<file path="src/hdl/ten_minute_ohlc_bar_aggregator_unit_macros.svh">
// Assertion macros for the ten-minute OHLC bar aggregator.
// Used by the top level; expects a clock named clk and a reset named rst.
`ifndef TEN_MINUTE_OHLC_BAR_AGGREGATOR_UNIT_MACROS_SVH
`define TEN_MINUTE_OHLC_BAR_AGGREGATOR_UNIT_MACROS_SVH

// Same-cycle implication, checked outside reset.
`define TMOA_ASSERT_SAME(label, ante, cons, msg) \
  label: assert property (@(posedge clk) disable iff (rst) (ante) |-> (cons)) else $error(msg);

// Next-cycle implication, checked outside reset.
`define TMOA_ASSERT_NEXT(label, ante, cons, msg) \
  label: assert property (@(posedge clk) disable iff (rst) (ante) |=> (cons)) else $error(msg);

`endif

</file>
<file path="src/hdl/tmoa_pkg.sv">
// Shared types and constants for the ten-minute OHLC bar aggregator.
// No dependencies.
package tmoa_pkg;

  localparam int INST_COUNT = 256;
  localparam int INST_BITS  = 8;
  localparam int DAY_BITS   = 16;
  localparam int SLOT_BITS  = 8;
  localparam int PRICE_BITS = 32;
  localparam int VOL_BITS   = 40;
  localparam int DELTA_BITS = VOL_BITS + 1;

  typedef enum logic [1:0] {
    ST_CLEAR,
    ST_IDLE,
    ST_CALC
  } tmoa_state_t;

  typedef struct packed {
    logic [INST_BITS-1:0]  instrument;
    logic [DAY_BITS-1:0]   trade_day;
    logic [SLOT_BITS-1:0]  slot;
    logic [PRICE_BITS-1:0] last_price;
    logic [VOL_BITS-1:0]   cum_volume;
    logic [VOL_BITS-1:0]   open_interest;
  } tick_t;

  typedef struct packed {
    logic [DAY_BITS-1:0]   day;
    logic [SLOT_BITS-1:0]  slot;
    logic [PRICE_BITS-1:0] open;
    logic [PRICE_BITS-1:0] high;
    logic [PRICE_BITS-1:0] low;
    logic [PRICE_BITS-1:0] close;
    logic [VOL_BITS-1:0]   volume;
    logic [VOL_BITS-1:0]   interest;
  } bar_rec_t;

  typedef struct packed {
    logic [VOL_BITS-1:0] volume;
    logic [VOL_BITS-1:0] interest;
  } prior_rec_t;

  typedef struct packed {
    logic active;
    logic prior_valid;
  } entry_flags_t;

  typedef struct packed {
    entry_flags_t flags;
    prior_rec_t   prior;
  } meta_rec_t;

  typedef struct packed {
    logic hit;
    logic close;
    logic emit;
  } calc_ctrl_t;

endpackage

</file>
<file path="src/hdl/tmoa_bar_calc.sv">
// Bar update logic: merges one tick into the stored bar of its instrument, or opens a fresh bar from it.
// Depends on tmoa_pkg.
module tmoa_bar_calc
  import tmoa_pkg::*;
(
  input  tick_t                  tick,
  input  bar_rec_t               cur,
  input  prior_rec_t             prior,
  input  entry_flags_t           flags,
  output bar_rec_t               nxt,
  output calc_ctrl_t             ctrl,
  output logic signed [DELTA_BITS-1:0] vol_delta,
  output logic signed [DELTA_BITS-1:0] oi_delta
);

  always_comb begin
    ctrl.hit   = flags.active && (cur.day == tick.trade_day) && (cur.slot == tick.slot);
    ctrl.close = flags.active && !ctrl.hit;
    ctrl.emit  = ctrl.close && flags.prior_valid;

    if (ctrl.hit) begin
      nxt.day   = cur.day;
      nxt.slot  = cur.slot;
      nxt.open  = cur.open;
      nxt.high  = (cur.high < tick.last_price) ? tick.last_price : cur.high;
      nxt.low   = (cur.low > tick.last_price) ? tick.last_price : cur.low;
      nxt.close = tick.last_price;
    end else begin
      // open a fresh bar from this tick
      nxt.day   = tick.trade_day;
      nxt.slot  = tick.slot;
      nxt.open  = tick.last_price;
      nxt.high  = tick.last_price;
      nxt.low   = tick.last_price;
      nxt.close = tick.last_price;
    end
    nxt.volume   = tick.cum_volume;
    nxt.interest = tick.open_interest;

    vol_delta = $signed({1'b0, cur.volume} - {1'b0, prior.volume});
    oi_delta  = $signed({1'b0, cur.interest} - {1'b0, prior.interest});
  end

endmodule

</file>
<file path="config.mk">
export PLATFORM = sky130hd
export DESIGN_NAME = tmoa_bar_calc
export DESIGN_NICKNAME = d
export VERILOG_FILES = /design/src/hdl/ten_minute_ohlc_bar_aggregator_unit_macros.svh /design/src/hdl/tmoa_pkg.sv /design/src/hdl/tmoa_bar_calc.sv
export SDC_FILE = /design/constraint.sdc
export NUM_CORES = 1
export LEC_CHECK = 0
export BUFFER_PORTS_ARGS = -buffer_cell sky130_fd_sc_hd__buf_4
export CAP_MARGIN = 20
export CORE_AREA = 2 2 297 299
export DETAILED_ROUTE_END_ITERATION = 7
export DIE_AREA = 0 0 299 301
export PLACE_DENSITY = 0.35
export SYNTH_ARGS = -nofsm -noshare
export SYNTH_HDL_FRONTEND = slang
export SYNTH_SLANG_ARGS = --single-unit
</file>
<file path="constraint.sdc">
create_clock -name vclk -period 8.55
set_input_delay 1.71 -clock vclk [all_inputs]
set_output_delay 1.71 -clock vclk [all_outputs]
set_load 0.01 [all_outputs]
</file>
# Word level (Yosys, flattened, before mapping)
# Cells that the tools add are included.
# totals
regBits	0
in_bits	458
output_inout_bits	317
# op_classes
n_addsub	2
n_lt_le_gt_ge	2
eq_ne	2
n_mux	3
n_reduce_logical	5
# op_table
op	count
$mux W152	1
$sub A40 B40 Y41	2
$mux W32	2
$gt A32 B32 Y1	1
$lt A32 B32 Y1	1
$eq A16 B16 Y1	1
$eq A8 B8 Y1	1
$logic_and A1 B1 Y1	4
$logic_not A1 Y1	1

# Depth between registers and ports, before layout
# depth
word_depth	6
ltp_mapped	13
depth_no_buf	12

# Worst setup path before layout
# Ideal clock, no wire load.
# synth_path
path_kind	input port to output port
from	in cur[0] (netlist name)
to	out oi_delta[32]
arrival_ns	4.199
setup_slack_ns	2.641
path_stages	12
path_buffers	0
cell_sequence	inv_1 -> ha_1 -> fa_1 -> nor2b_1 -> o21a_1 -> o21ai_0 -> a21oi_1 -> a311o_1 -> a31oi_1 -> o31ai_1 -> a21boi_0 -> xnor2_1
# synth_between
elab_chain_cells	1
# synth_lines
element	line_no	rtl
start: declaration	tmoa_bar_calc.sv:7	input bar_rec_t cur,
$sub A40 B40 Y41	tmoa_bar_calc.sv:41	oi_delta = $signed({1'b0, cur.interest} - {1'b0, prior.interest});
end: declaration	tmoa_bar_calc.sv:13	output logic signed [DELTA_BITS-1:0] oi_delta
# No other way between the ends.

==> results_dict.tcl <==
set metrics [dict create \
    buffer_ports.inserted 575 \
    post-place-cells 2763 \
    syn_avg_cell_area_sq_um 7.07 \
    clkbuf_count 0 \
    fin_tns_setup_ns 0 \
    hp-class "in2out" \
    synth_common_cells "ha_1 (143), inv_1 (131), buf_4 (116)" \
    synth_largest_area_cell "ha_1" \
    seq_cell_count 0 \
    grt_setup_unrepaired "no" \
    layout-drive-gt1-share 0.388 \
    max_slew_margin 0.415 \
    synthSimpleGateAreaFrac 0.166 \
    worst-endpoint-required_ns 6.84 \
    vias 10068 \
    io-pin-count 775 \
    timing_worst_slew_pin_value_ns 0.877 \
    hold_ws_ns 3.42 \
    start_util 0.0980 \
    outcome "complete, no violations" \
    max_clock_freq_mhz 139 \
    finish.net_count 2213 \
    multiplexer_fraction_of_the_synthesized_cell_area 0.0864 \
    vdd_ir_drop_max_uv 38.1 \
    critical_path_peak_fanout 24 \
    die_width_um 299 \
    antenna_violations_before_repair 20 \
    worst_ep_arrival_time_ns 5.46 \
    synth_top_family_by_area "compound AO/OA/AOI/OAI gates" \
    post_cts_buffers 0 \
    totalPowerFinal_mw 0.910 \
    period_minus_slack_ns 7.17 \
    hold_path.startpoint "tick[10]" \
    layout.cells.non_filler 2769 \
    finalCritPeriodShare 0.839 \
    dpl.hpwl_mm 45.2 \
    ant_nets 0 \
    sequential_element_share_of_the_synthesized_area 0 \
    setup_viol 0 \
    worst-setup-path-type "in2out" \
    die_height_um 301 \
    number_of_vias_per_cell_after_detailed_routing 3.64 \
    routabilityCongestion 0.945 \
    area_of_the_multi_input_gates_sq_um 6890 \
    power.leakage_nw 6.62 \
    totalWireLength_mm 49.5 \
    grt_pass1_wl_mm 68.8 \
    final_core_utilization 0.153 \
    synthTopCellsByArea "ha_1 (21%), buf_4 (10%), a21o_1 (6.6%), xnor2_1 (6.4%), inv_1 (5.8%)" \
    synthesis.area_sq_um 8480 \
    number_of_global_route_vias_before_repair 10300 \
    critical_path_start "tick[134]" \
    fp-row-count 108 \
    drc 0 \
    die-area_sq_um 90000 \
    ctsHoldBuffers 0 \
    synthAdderAreaFrac 0.216 \
    slew_viol_final 0 \
    synth_xor_xnor_area_share 0.0971 \
    synth-warning-count 0 \
    fraction_of_post_synthesis_cell_area_in_the_top_cell_type_by_area 0.211 \
    synthesis.instances 1199 \
    power_density_nw_per_um2 68.9 \
    maxCapViolations 0 \
    detail_route.iter0.violations 384 \
    grt_overflow_total 0 \
    sequential_cell_area_sq_um 0 \
    detail_route.first_pass.iterations 4 \
    postSynthNetCount 1802 \
    crit_path_start_kind "primary input" \
    cts-resized-gates 0 \
    grt.total_usage 0.101 \
    yosys.cell_count.top_type "ha_1" \
    core_area_sq_um 86500 \
    critical_path.endpoint_type "primary output" \
    routed_wl_per_cell_um 17.9 \
    nFillCells 10052 \
    pin_count_of_the_biggest_net_entering_global_routing 65 \
    final_hold_viol_count 0 \
    syn_to_final_growth_pct 55.8 \
    fraction_of_the_mapped_netlist_area_in_compound_gates 0.247 \
    synthDistinctLibCells 58 \
]
-- area by class of cell --
cell class	count	share of cell area
well taps	1155	0.109
multi-input cells	899	0.522
inverters	131	0.0372
diodes	6	0.00114
repair buffers	578	0.330
-- metal layers --
metal / routed length (um) / track usage
met1: 18500 / 0.109
met2: 25300 / 0.186
met3: 4400 / 0.0361
met4: 1140 / 0.0230
met5: 122 / 0
-- cells in the final DEF (no fill, tap or decap), drive strengths merged, types with 9 or more instances in the layout --
cell type and instances:
o21bai 9, nand4 28, nor2 25, buf 578
and3 18, o211ai 9, nor3 16, nand2 88
nor2b 25, ha 143, a21o 74, xnor2 62
o21a 17, xor2 32, inv 131, and4 9
nand2b 15, o21ai 74, mux2 65, a21oi 82
nand3 19, a31oi 13
-- through the flow --
stage | setup slack [ns] | cell area [sq um]
after floorplan | 2.64 | 8480
final | 1.38 | 13200
after global placement | 1.30 | 13200
after global routing | 1.22 | 13200
after CTS | 1.29 | 13200
after detailed placement | 1.31 | 13200
-- path summary, 6_finish.rpt --
kind       end  slack [ns]  cells past startpoint
max   nxt[120]        1.38                     10
min    nxt[10]        3.42                      0
-- critical path, cell delays in order --
cell and delay (ns):
buf_4 0.13, xnor2_1 0.26, nand2_1 0.08, or3b_1 0.37, or4_1 0.52, or4b_4 0.65, o21ba_2 0.85, buf_4 0.34
mux2_1 0.37, buf_4 0.15
-- kinds of logic (layout without fill, tap and decap cells) --
family,Yosys count,after routing
simple gates,269,269
fa+ha+maj,145,145
buf+inv,300,709
mux,65,65
other cells,0,6
xor+xnor,94,94
compound gates,326,326
-- power by group --
| part | total, mW | internal [mW] | switching, mW |
|---|---|---|---|
| Clock | 0.0000000928 | 0.0000000928 | 0 |
| Sequential | 0 | 0 | 0 |
| Combinational | 0.910 | 0.446 | 0.464 |
| Total | 0.910 | 0.446 | 0.464 |
(Power assumes the default switching activity.)
